<file path="config.mk">
export PLATFORM = sky130hd
export DESIGN_NAME = lpm_ctrl
export DESIGN_NICKNAME = d
export VERILOG_FILES = /design/src/rtl/lpm_pkg.sv /design/src/rtl/lpm_ctrl.sv
export SDC_FILE = /design/constraint.sdc
export NUM_CORES = 1
export LEC_CHECK = 0
export ABC_AREA = 1
export ABC_CLOCK_PERIOD_IN_PS = 1400
export BUFFER_PORTS_ARGS = -buffer_cell sky130_fd_sc_hd__buf_2
export CAP_MARGIN = 20
export CORE_UTILIZATION = 45
export DETAILED_ROUTE_END_ITERATION = 6
export GPL_ROUTABILITY_DRIVEN = 1
export HOLD_SLACK_MARGIN = 0.02
export PLACE_DENSITY = 0.79
export SYNTH_ARGS = -nofsm -noshare
export SYNTH_HDL_FRONTEND = slang
export SYNTH_SLANG_ARGS = --single-unit
</file>
<file path="constraint.sdc">
create_clock -name clk_i -period 1.4 [get_ports clk_i]
set_input_delay 0.07 -clock clk_i [delete_from_list [all_inputs] [get_ports clk_i]]
set_output_delay 0.07 -clock clk_i [all_outputs]
set_load 0.005 [all_outputs]
</file>
<file path="src/rtl/lpm_pkg.sv">
package lpm_pkg;

  localparam int unsigned AddrW = 32;
  localparam int unsigned LenW  = 6;
  localparam int unsigned PortW = 7;

  localparam logic [LenW-1:0] MaxLen = 6'd32;

  typedef enum logic {
    OP_LOOKUP = 1'b0,
    OP_INSERT = 1'b1
  } req_op_e;

  typedef enum logic [3:0] {
    DP_NONE,
    DP_CLEAR,
    DP_ACCEPT,
    DP_L_ROOT,
    DP_L_NODE,
    DP_S_CHK,
    DP_S_WR,
    DP_T_ROOT,
    DP_T_LOAD,
    DP_T_STEP,
    DP_EMIT
  } dp_op_e;

  typedef struct packed {
    dp_op_e op;
  } lpm_cmd_t;

  typedef struct packed {
    logic clr_last;
    logic in_lookup;
    logic in_default;
    logic in_short;
    logic slot_zero;
    logic pool_full;
    logic slot_last;
    logic node_end;
    logic step_end;
    logic child_zero;
    logic out_busy;
  } lpm_stat_t;

endpackage

</file>
<file path="src/rtl/lpm_ctrl.sv">
module lpm_ctrl (
  input  logic               clk_i,
  input  logic               rst_ni,
  input  logic               in_valid_i,
  output logic               in_ready_o,
  input  lpm_pkg::lpm_stat_t stat_i,
  output lpm_pkg::lpm_cmd_t  cmd_o
);
  import lpm_pkg::*;

  typedef enum logic [9:0] {
    ST_CLEAR  = 10'b00_0000_0001,
    ST_IDLE   = 10'b00_0000_0010,
    ST_L_ROOT = 10'b00_0000_0100,
    ST_L_NODE = 10'b00_0000_1000,
    ST_S_CHK  = 10'b00_0001_0000,
    ST_S_WR   = 10'b00_0010_0000,
    ST_T_ROOT = 10'b00_0100_0000,
    ST_T_LOAD = 10'b00_1000_0000,
    ST_T_STEP = 10'b01_0000_0000,
    ST_DONE   = 10'b10_0000_0000
  } state_e;

  state_e state_q, state_d;

  always_comb begin
    state_d    = state_q;
    cmd_o.op   = DP_NONE;
    in_ready_o = 1'b0;
    unique case (state_q)
      ST_CLEAR: begin
        cmd_o.op = DP_CLEAR;
        if (stat_i.clr_last) begin
          state_d = ST_IDLE;
        end
      end
      ST_IDLE: begin
        in_ready_o = 1'b1;
        if (in_valid_i) begin
          cmd_o.op = DP_ACCEPT;
          if (stat_i.in_lookup) begin
            state_d = ST_L_ROOT;
          end else if (stat_i.in_default) begin
            state_d = ST_DONE;
          end else if (stat_i.in_short) begin
            state_d = ST_S_CHK;
          end else begin
            state_d = ST_T_ROOT;
          end
        end
      end
      ST_L_ROOT: begin
        cmd_o.op = DP_L_ROOT;
        state_d  = stat_i.slot_zero ? ST_DONE : ST_L_NODE;
      end
      ST_L_NODE: begin
        cmd_o.op = DP_L_NODE;
        if (stat_i.node_end) begin
          state_d = ST_DONE;
        end
      end
      ST_S_CHK: begin
        cmd_o.op = DP_S_CHK;
        if (!stat_i.slot_zero) begin
          state_d = ST_S_WR;
        end else if (stat_i.pool_full || stat_i.slot_last) begin
          state_d = ST_DONE;
        end
      end
      ST_S_WR: begin
        cmd_o.op = DP_S_WR;
        state_d  = stat_i.slot_last ? ST_DONE : ST_S_CHK;
      end
      ST_T_ROOT: begin
        cmd_o.op = DP_T_ROOT;
        if (!stat_i.slot_zero) begin
          state_d = ST_T_LOAD;
        end else begin
          state_d = stat_i.pool_full ? ST_DONE : ST_T_STEP;
        end
      end
      ST_T_LOAD: begin
        cmd_o.op = DP_T_LOAD;
        state_d  = ST_T_STEP;
      end
      ST_T_STEP: begin
        cmd_o.op = DP_T_STEP;
        if (stat_i.step_end) begin
          state_d = ST_DONE;
        end else if (!stat_i.child_zero) begin
          state_d = ST_T_LOAD;
        end else if (stat_i.pool_full) begin
          state_d = ST_DONE;
        end
      end
      ST_DONE: begin
        if (!stat_i.out_busy) begin
          cmd_o.op = DP_EMIT;
          state_d  = ST_IDLE;
        end
      end
      default: begin
        state_d = ST_IDLE;
      end
    endcase
  end

  always_ff @(posedge clk_i or negedge rst_ni) begin
    if (!rst_ni) begin
      state_q <= ST_CLEAR;
    end else begin
      state_q <= state_d;
    end
  end

endmodule

</file>
* Word level (Yosys, flattened, before mapping) *
Index checks and enable logic that the tools add are counted.

cells by class
  eq/ne operators = 16
  muxes and demuxes = 21
  reductions and logical operators = 2

operators by type and width
  kind                  count
  $mux 10               15
  $pmux 10 s10          1
  $pmux 4 s10           1
  $eq 10x1->1 const B   1
  $eq 10x10->1 const B  1
  $eq 10x2->1 const B   1
  $eq 10x3->1 const B   1
  $eq 10x4->1 const B   1
  $eq 10x5->1 const B   1
  $eq 10x6->1 const B   1
  $eq 10x7->1 const B   1
  $eq 10x8->1 const B   1
  $eq 10x9->1 const B   1
  $ne 2x2->1 const B    4
  $mux 7                1
  $reduce_and 6->1      1
  $mux 4                1
  $ne 4x4->1 const B    1
  $ne 3x3->1 const B    1
  $mux 2                1
  $logic_or 1x1->1      1
  $mux 1                1

storage, ports and cells
  register bits after elaboration = 10
  input bits = 14
  output and inout port bits = 5
  logic and storage cells = 40

* Depth between registers and ports, before layout *
Gate-level depths: netlist (run 1).

  depth after elaboration = 5
  depth in mapped cells = 10
  depth with buffers taken out = 10

* Least setup slack after synthesis (run 1) *
Ideal clock, no wire load.

  path type = flip-flop to flip-flop
  start point = register state_q[0]
  end point = register state_q[4]
  setup time = 118 ps
  data arrival time = 1149 ps
  required time = 1282 ps
  path slack = 133 ps
  cell stages (with the launch flop) = 10
  buffers on the path = 0
  path through = dfstp_2 -> nor2_2 -> nand2_4 -> nor2_1 -> nand2_1 -> nand2_1 -> nor2_2 -> nand2_2 -> nand4_1 -> nand2_1

between the ends
  cells in the longest elaborated chain, start to end = 3
  elaborated cells on any way between the ends = 18
  classes of those cells = eq/ne: 16; mux: 1; reduce/logical: 1

RTL lines
  element                                                    RTL line         RTL
  start, declared                                            lpm_ctrl.sv:24   state_e state_q, state_d;
  start signal, assigned                                     lpm_ctrl.sv:112  state_q <= state_d;
  $eq 10x9->1, or another cell as far along                  lpm_ctrl.sv:30   unique case (state_q)
  $ne 4x4->1 (no source line), or another cell as far along  -
  $reduce_and 6->1 (no source line)                          -

Parallel ways exist; a longest one is shown, timed or not.
A chain may end at the register's enable or synchronous reset.

==> results of run 1 <==
[cell families after synthesis]
| family | Yosys count |
|---|---|
| and+or+nand+nor | 84 |
| buffers and inverters | 25 |
| DFF | 10 |
| AOI/OAI and AO/OA | 7 |
[metal layers]
| metal | up-vias | GRT usage [%] |
|---|---|---|
| li1 | 471 | - |
| met1 | 483 | 29.8 |
| met2 | 71 | 39.1 |
| met3 | 24 | 5.16 |
| met4 | 0 | 14.1 |
| met5 | - | 0 |
[power by group]
group          internal [mW]  total (mW)  switching (mW)
Sequential             0.341       0.399          0.0580
Combinational          0.516        1.42           0.900
Clock                  0.158       0.268           0.110
Total                   1.02        2.08            1.07
[cell usage in the layout (no fill, tap or decap), types with 3 or more instances in the layout]
cell,instances
buf_4,10
nand2_1,18
nor2_4,8
inv_2,6
inv_1,19
nand2_2,9
buf_6,3
nor2_2,7
nor2_1,12
nand2_4,6
dfrtp_1,9
nand3_1,4
clkbuf_4,3
nand3_2,5
buf_2,18
nand4_1,7
[worst min path at each step]
| stage | to | startpoint | cells past startpoint |
|---|---|---|---|
| 2_1_floorplan | state_q[1]$_DFFE_PN0P_ | rst_ni | 0 |
| 3_3_place_gp | state_q[3]$_DFFE_PN0P_ | rst_ni | 1 |
| 3_5_place_dp | state_q[3]$_DFFE_PN0P_ | rst_ni | 1 |
| 4_1_cts | state_q[5]$_DFFE_PN0P_ | stat_i[6] | 2 |
| 5_1_grt | state_q[5]$_DFFE_PN0P_ | stat_i[6] | 2 |
| 6_report | state_q[9]$_DFFE_PN0P_ | stat_i[0] | 3 |
[critical path, cell delays in order (launching register included)]
cell and delay (ns):
dfstp_2 0.56, inv_1 0.08, nand2_2 0.09, nor2_4 0.05, nand2_2 0.10, nand2_1 0.09
inv_1 0.08, nand4_1 0.10, buf_2 0.14
[through the flow]
stage	cells	hold slack, ns	setup slack [ns]
after global routing	187	0.0385	-0.291
after CTS	181	0.0222	-0.176
final	187	0.0562	-0.227
after floorplan	126	-0.226	0.133
after detailed placement	172	-0.0581	-0.0224
after global placement	172	-0.0577	0.0169
[timing repair]
item | CTS | global route
hold buffers | 1 | 0
endpoints found under the hold margin | 10 | 0
buffers inserted | 4 | 6
gates resized for setup | 13 | 23
setup endpoints to repair | 8 | 12
pin swaps | 10 | 13
[cell type report]
type,instances,share of cell area [%]
clock buffer,4,2.84
inverter,25,7.35
multi-input combinational,91,51.3
sequential,10,19.7
tap,25,2.45
timing repair buffer,32,16.4
==> run metrics, run 1 <==
status complete, but fails checks; violated checks negative setup slack; port bufs 18; worst-margin pin slew 0.402 ns; share of cells above drive strength 1 52.5%; FF-to-FF path depth 10; fraction of registers with async set/reset 100%; Reg with most FFs state_q; Worst-path clk slew 0.07 ns; initial antenna violation count 0; Remaining DRCs 0; Cells after Synth 126; number of CTS-inserted buffers 3; CP Data Arrival Time 1.56 ns; P&R area growth vs syn 48.6%; RSZ-0062 raised after global routing true; Clock Latency Late Sink 0.27 ns; worst setup margin -0.227 ns; die width 45.7 um; H-tree levels 1; DIE HEIGHT 45.7 um; top sig layer met4; Mapped Avg Cell Area 6.82 sq um; clock net sink count 10; R2R Path Start state_q[0]$_DFFE_PN1P_; Critical Path RT 1.33 ns; headroom to the max-slew limit 73.1%; clk buf depth 2; syn nets 140; post-synthesis mux area share 0%; critical path class reg2out; Largest register FFs 10; core area 1760 sq um; starting DRC count in detailed routing 74; fillers 136; CTS tree done; CP Capture Type primary output; clk_skew 0.00196 ns; vias in the first global route 875; multi-input logic area 656 sq um; Placed Area 1000 sq um; largest area contributor in the netlist dfrtp_1; share of the synthesized area in the top cell type 26.2%; Rows 15; gpl congestion 0.912; most frequent cell after synthesis nand2_1; largest net degree at the start of global routing 11; DR vias 1049; initial core utilization 48.7%; maximum vdd drop 1230 uV; Root Buffer clkbuf_4; peak fanout along the critical path 4; Hold Path Class in2reg; nets 177; setup total negative slack -1.64 ns; CP endpoint cmd_o[0]; Ports 19; Final ANT Viol Nets 0; commonest cells in the netlist nand2_1 (24), inv_1 (21), nor2_1 (16); register area 251 sq um; crit path launch state_q[0]$_DFFE_PN1P_; Post-synth EDFFs 0; leakage power 0.701 nW; post-synthesis simple-gate area fraction 54.7%; drt pass-1 iters 4; PD cells 1630 nW/um^2; Post-synth top flop dfrtp_1; adder-cell share of the synthesized area 0%; final instance area 1280 sq um; DR WL met2 1.39 mm; Hold Violations, Final 0; period utilization 116%; largest family of logic cells by synthesized area simple AND/OR/NAND/NOR gates; met3 WL 231 um; first-pass GRT wire length 3.57 mm; die outline area 2090 sq um; Finish-stage setup viols 11; top flop regs state_q x10; total global routing track utilization 24.3%; register bit count reported by yosys 10; Final HPWL DP 1.67 mm; Final Max Tran Viols 0; Reg2Reg Setup Slack -0.19 ns; routed length per instance 15.4 um; antenna diode count 0; Final Util 72.4%; Synth Area in Compound Gates 5.09%; cell area after synthesis 860 sq um; number of synthesis warnings 0; reg-to-reg endpoint state_q[4]$_DFFE_PN0P_; Post-Synth XOR/XNOR Area 0%; Post-Route WL 2.88 mm; top post-synthesis cells by area dfrtp_1 (26%), nand2_1 (10%), inv_1 (9.2%), nor2_1 (7.0%), nor2_2 (6.6%); Final Power 2.08 mW; overflow left after global routing 0; Period minus WS final 1.63 ns; Max Fclk 614 MHz; vias per inst 5.61; CP startpoint kind flip-flop; M1 wire length 1.09 mm; Seq/Total Area, Yosys 29.3%; post-synthesis cell type count 23; Max Cap Viol 0
(Power assumes the default switching activity.)
==> run 2: changes to the inputs <==
Settings changed: CORE_MARGIN set to 3.
==> run metrics, run 2 (synthesis results as in run 1) <==
status complete, but fails checks; violated checks negative setup slack; post-route insts no fill 182 (-2.7%); Hold Path Class in2reg; total global routing track utilization 21.6% (-2.7 points); core area 1760 sq um (unchanged); Final ANT Viol Nets 0 (unchanged); maximum vdd drop 1150 uV (-6.7%); CTS tree done; Critical Path Slowest Stage Cell dfstp_2; critical path class reg2out; nets 172 (-2.8%); Hold Violations, Final 0 (unchanged); Finish-stage setup viols 9 (-2); worst-margin pin slew 0.281 ns (-0.121 ns); CP Data Arrival Time 1.51 ns (-0.05 ns); Critical Path RT 1.33 ns (about the same); Root Buffer clkbuf_4; Reg with most FFs state_q; CP Capture Type primary output; overflow left after global routing 0 (unchanged); Final HPWL DP 1.81 mm (+8.8%); cell-internal power 0.976 mW (-3.9%); gpl congestion 0.956 (+4.9%); DIE HEIGHT 49.7 um (+8.8%); Max Fclk 635 MHz (+3.3%); placed cells 172 (unchanged); Remaining DRCs 0 (unchanged); Worst-path clk slew 0.07 ns (about the same); DR vias 934 (-11%); largest net degree at the start of global routing 11 (unchanged); initial core utilization 48.7% (unchanged); CP startpoint kind flip-flop; drt pass-1 iters 4 (unchanged); net switching power 0.961 mW (-9.9%); peak fanout along the critical path 5 (+1); first-pass GRT wire length 4.02 mm (+13%); RSZ-0062 raised after global routing true; routed length per instance 13.0 um (-16%); number of CTS-inserted buffers 3 (unchanged); critical-path cell list nor2_2 -> nand2_4 -> inv_6 -> nand3_4 -> nand2_1 -> nor2_2 -> inv_1 -> buf_2; cell repeated most along the worst path nor2_2; headroom to the max-slew limit 81.2% (+8.1 points); Comb power frac 68.8% (+0.8 points); antenna diode count 0 (unchanged); commonest non-fill, non-tap cells in the layout nand2_1 (23), buf_2 (18), inv_1 (17); share of cells above drive strength 1 45.9% (-6.6 points); period utilization 113% (-3.7 points); Rows 15 (unchanged); clk buf depth 2 (unchanged); H-tree levels 1 (unchanged); PD cells 1670 nW/um^2 (+2.7%); Clk pwr share 11.1% (-1.8 points); Clock Latency Late Sink 0.27 ns (about the same); Max Cap Viol 0 (unchanged); die outline area 2470 sq um (+18%); most common cell after layout, fill and taps aside nand2_1; Ports 19 (unchanged); clk_skew 0.000934 ns (-0.00103 ns); leakage power 0.638 nW (-9.0%); top flop regs state_q x10; Final Power 1.94 mW (-7.0%); Final Max Tran Viols 0 (unchanged); Post-Route WL 2.37 mm (-18%); sw frac 49.6% (-1.6 points); Period minus WS final 1.58 ns (-0.0520 ns); port bufs 18 (unchanged); P&R area growth vs syn 34.6%; vias in the first global route 905 (+3.4%); initial antenna violation count 0 (unchanged); Largest register FFs 10 (unchanged); die width 49.7 um (+8.8%); starting DRC count in detailed routing 22 (-70%); vias per inst 5.13 (-8.5%); worst setup margin -0.175 ns (+0.0520 ns); Reg power frac 20.2% (+1.0 points); clock net sink count 10 (unchanged); Max stage delay on crit path 0.55 ns (about the same)
run 2: routing by layer:
metal | global-route usage [%] | vias to the layer above | wire (um)
met2 | 36.8 | 22 | 1190
li1 | - | 465 | -
met4 | 8.29 | 0 | 37
met3 | 3.63 | 4 | 93
met1 | 26.9 | 443 | 1050
met5 | 0 | - | 0
run 2: repair_timing:
| item | CTS | global route |
|---|---|---|
| pin swaps | 10 | 5 |
| hold endpoints to repair | 11 | 0 |
| resized for setup | 15 | 6 |
| endpoints found under the setup margin | 7 | 11 |
| hold buffers | 2 | 0 |
| buffers inserted | 6 | 0 |
run 2: power groups by stage:
| stage | clock network (mW) | registers [mW] | logic, mW |
|---|---|---|---|
| after floorplan | 0 | 0.387 | 0.789 |
| after global placement | 0 | 0.397 | 0.988 |
| after detailed placement | 0 | 0.399 | 1.01 |
| after CTS | 0.212 | 0.387 | 1.28 |
| after global routing | 0.227 | 0.398 | 1.45 |
| final | 0.214 | 0.391 | 1.33 |
run 2: worst paths after layout:
check	slack (ns)	from	to	cells after the start
setup / recovery	-0.18	state_q[0]$_DFFE_PN1P_	cmd_o[2]	8
hold / removal	0.05	stat_i[5]	state_q[8]$_DFFE_PN0P_	2
setup reg to reg	-0.16	state_q[2]$_DFFE_PN0P_	state_q[9]$_DFFE_PN0P_	11
hold reg to reg	0.61	state_q[8]$_DFFE_PN0P_	state_q[9]$_DFFE_PN0P_	3
max in group asynchronous	0.94	rst_ni	state_q[0]$_DFFE_PN1P_	2
min in group asynchronous	0.20	rst_ni	state_q[8]$_DFFE_PN0P_	2
run 2: final cells by class:
type	instances	area, sq um
timing repair buffer	27	163
fill	162	607
tap	25	31.3
multi-input combinational	91	587
inverter	25	98.8
sequential	10	251
clock buffer	4	26.3
run 2: worst max-delay path: cells and delay by family, from the launching register on:
family	cells	cell delay, ns
buffers and inverters	3	0.23
flip-flops	1	0.55
AND/OR/NAND/NOR	5	0.46
run 2: metrics by stage:
stage	instance area (sq um)	worst slack [ns]	hold WS [ns]	TNS, ns	utilization [%]
final	1160	-0.175	0.0465	-1.06	65.6
after global routing	1160	-0.271	0.0587	-1.95	65.6
after CTS	1140	-0.157	0.0533	-0.875	64.8
after detailed placement	1000	-0.0524	-0.0588	-0.0886	56.9
after global placement	1000	-0.00421	-0.0661	-0.00421	56.9
after floorplan	860	0.133	-0.226	0	-
==> run 3: changes to the inputs <==
Settings changed: ABC_AREA 1 to 0.
==> run metrics, run 3 <==
commonest non-fill, non-tap cells in the layout buf_4 (37), buf_2 (16), nor2_1 (11); clock net sink count 10 (unchanged); CTS tree done; PD cells 2110 nW/um^2 (+26%); Post-synth top flop dfrtp_1; crit path launch state_q[4]$_DFFE_PN0P_; most frequent cell after synthesis nor2_1; Max Cap Viol 0 (unchanged); Post-synth EDFFs 0 (unchanged); antenna diode count 0 (unchanged); starting DRC count in detailed routing 43 (+95%); Hold Violations, Final 0 (unchanged); largest area contributor in the netlist dfrtp_1; Final Max Tran Viols 0 (unchanged); leakage power 0.718 nW (+13%); Reg with most FFs state_q; violated checks negative setup slack; CP Data Arrival Time 1.99 ns (+0.48 ns); register bit count reported by yosys 10 (unchanged); RSZ-0062 raised after global routing true; Cells after Synth 106 (-16%); share of cells above drive strength 1 63.9% (+18 points); Hold Path Class in2reg; Final HPWL DP 2.15 mm (+18%); Max Fclk 486 MHz (-23%); CP startpoint kind flip-flop; Remaining DRCs 0 (unchanged); CP Capture Type primary output; placed cells 166 (-3.5%); Final ANT Viol Nets 0 (unchanged); Ports 19 (unchanged); drt pass-1 iters 4 (unchanged); top post-synthesis cells by area dfrtp_1 (25%), nor2_1 (5.8%), nand4b_1 (5.8%), nor4_4 (4.7%), nor3b_1 (4.2%); Synth Area in Compound Gates 16.3% (+11 points); critical path class reg2out; routed length per instance 21.3 um (+64%); headroom to the max-slew limit 76.5% (-4.7 points); fraction of registers with async set/reset 100% (unchanged); initial core utilization 50.1% (+1.4 points); post-synthesis simple-gate area fraction 40.7% (-14 points); most common cell after layout, fill and taps aside buf_4; first-pass GRT wire length 5.75 mm (+43%); core area 1800 sq um (+2.1%); cell area after synthesis 903 sq um (+5.1%); port bufs 18 (unchanged); Mapped Avg Cell Area 8.52 sq um (+25%); DR vias 1185 (+27%); peak fanout along the critical path 3 (-2); post-route insts no fill 191 (+4.9%); post-synthesis mux area share 3.32% (+3.3 points); P&R area growth vs syn 75.8%; share of the synthesized area in the top cell type 24.9% (-1.3 points); worst setup margin -0.659 ns (-0.484 ns); overflow left after global routing 0 (unchanged); die width 50.8 um (+2.2%); Largest register FFs 10 (unchanged); syn nets 120 (-14%); number of synthesis warnings 0 (unchanged); Post-Synth XOR/XNOR Area 3.88% (+3.9 points); initial antenna violation count 0 (unchanged); worst hold slack 0.0358 ns (-0.0108 ns); Critical Path RT 1.33 ns (about the same); die outline area 2580 sq um (+4.5%); Post-Route WL 4.06 mm (+72%); commonest cells in the netlist nor2_1 (14), dfrtp_1 (9), nand4b_1 (6); nets 181 (+5.2%); Seq/Total Area, Yosys 27.8% (-1.4 points); R2R Path Start state_q[4]$_DFFE_PN0P_; fillers 87 (-46%); gpl congestion 0.940 (-1.7%); clk buf depth 2 (unchanged); Root Buffer clkbuf_4; Worst-path clk slew 0.07 ns (about the same); period utilization 147% (+35 points); status complete, but fails checks; maximum vdd drop 2060 uV (+79%); H-tree levels 1 (unchanged); top flop regs state_q x10; DIE HEIGHT 50.8 um (+2.2%); vias in the first global route 1164 (+29%); Finish-stage setup viols 15 (+6); min-delay src stat_i[6]; worst-margin pin slew 0.349 ns (+0.0674 ns); clk_skew 0.00442 ns (+0.00348 ns); largest net degree at the start of global routing 13 (+2); setup total negative slack -6.53 ns (-5.47 ns); number of CTS-inserted buffers 3 (unchanged); Final Power 3.35 mW (+73%); vias per inst 6.20 (+21%); Final Util 88.1% (+23 points); post-synthesis cell type count 46 (+100%); Period minus WS final 2.06 ns (+0.484 ns); total global routing track utilization 30.6% (+9.0 points); Rows 15 (unchanged); Clock Latency Late Sink 0.28 ns (about the same); largest family of logic cells by synthesized area simple AND/OR/NAND/NOR gates; adder-cell share of the synthesized area 0% (unchanged)
## run 3: changes by cell type in the layout (fill, tap and decap cells not counted), moves of 5 or more
| cell | delta |
|---|---|
| nor4_4 | +5 |
| inv_2 | -6 |
| nand4_1 | -5 |
| dfrtp_1 | -5 |
| buf_4 | +30 |
| inv_1 | -14 |
| dfrtp_2 | +5 |
| nor2_2 | -9 |
| nand4b_1 | +6 |
| nand2_2 | -5 |
| nand2_1 | -19 |
| buf_6 | +9 |
## run 3: cells by family (layout without fill, tap and decap cells)
kind of cell,after synthesis,after routing
mux,3,3
compound gates,19,19
buf+inv,14,74
xor+xnor,4,4
simple gates,56,56
flops,10,10
## run 3: final cells by class
class	count	area (sq um)	area share, %
clock buffers	4	36.3	2.29
inverters	4	15.0	0.946
multi-input cells	82	748	47.1
flip-flops and latches	10	258	16.2
well taps	25	31.3	1.97
repair buffers	66	499	31.4
## run 3: where the power goes
| group | total, mW | leakage [nW] | switching, mW | internal, mW |
|---|---|---|---|---|
| clock network | 0.276 | 0.0210 | 0.117 | 0.159 |
| logic | 2.61 | 0.572 | 1.24 | 1.36 |
| registers | 0.473 | 0.125 | 0.120 | 0.353 |
## run 3: worst paths after layout
check | to | slack, ns | cells past startpoint
worst max-delay path | cmd_o[2] | -0.66 | 7
worst min-delay path | state_q[5]$_DFFE_PN0P_ | 0.04 | 2
worst max register to register | state_q[9]$_DFFE_PN0P_ | -0.59 | 9
worst min register to register | state_q[3]$_DFFE_PN0P_ | 0.71 | 2
max in group asynchronous | state_q[0]$_DFFE_PN1P_ | 0.94 | 2
min in group asynchronous | state_q[8]$_DFFE_PN0P_ | 0.19 | 2
## run 3: timing repair
| item | CTS | global route |
|---|---|---|
| hold endpoints to repair | 11 | 1 |
| pin swaps | 14 | 4 |
| hold buffers | 2 | 2 |
| resized for setup | 25 | 17 |
| endpoints found under the setup margin | 13 | 15 |
| setup buffers | 12 | 6 |
## run 3: worst max-delay path, stage by stage (launching register included)
cell,delay (ns)
dfrtp_1,0.42
nor4_4,0.35
buf_4,0.20
buf_4,0.12
nand4b_1,0.19
o21ai_2,0.18
buf_4,0.15
buf_4,0.09
## run 3: layer usage
metal / global-route usage [%] / up-vias / part of all wire (%) / wire length (um)
met3: 5.93 / 25 / 7.1 / 289
met4: 20.2 / 0 / 6.2 / 251
met2: 50.4 / 73 / 47 / 1910
li1: - / 512 / - / -
met5: 0 / - / 0 / 0
met1: 35.7 / 575 / 40 / 1610
## run 3: metrics by stage
| stage | area, sq um | setup WS (ns) |
|---|---|---|
| 2_1_floorplan | 920 | -0.323 |
| 3_3_place_gp | 1180 | -0.314 |
| 3_5_place_dp | 1180 | -0.393 |
| 4_1_cts | 1440 | -0.484 |
| 5_1_grt | 1590 | -0.694 |
| 6_report | 1590 | -0.659 |
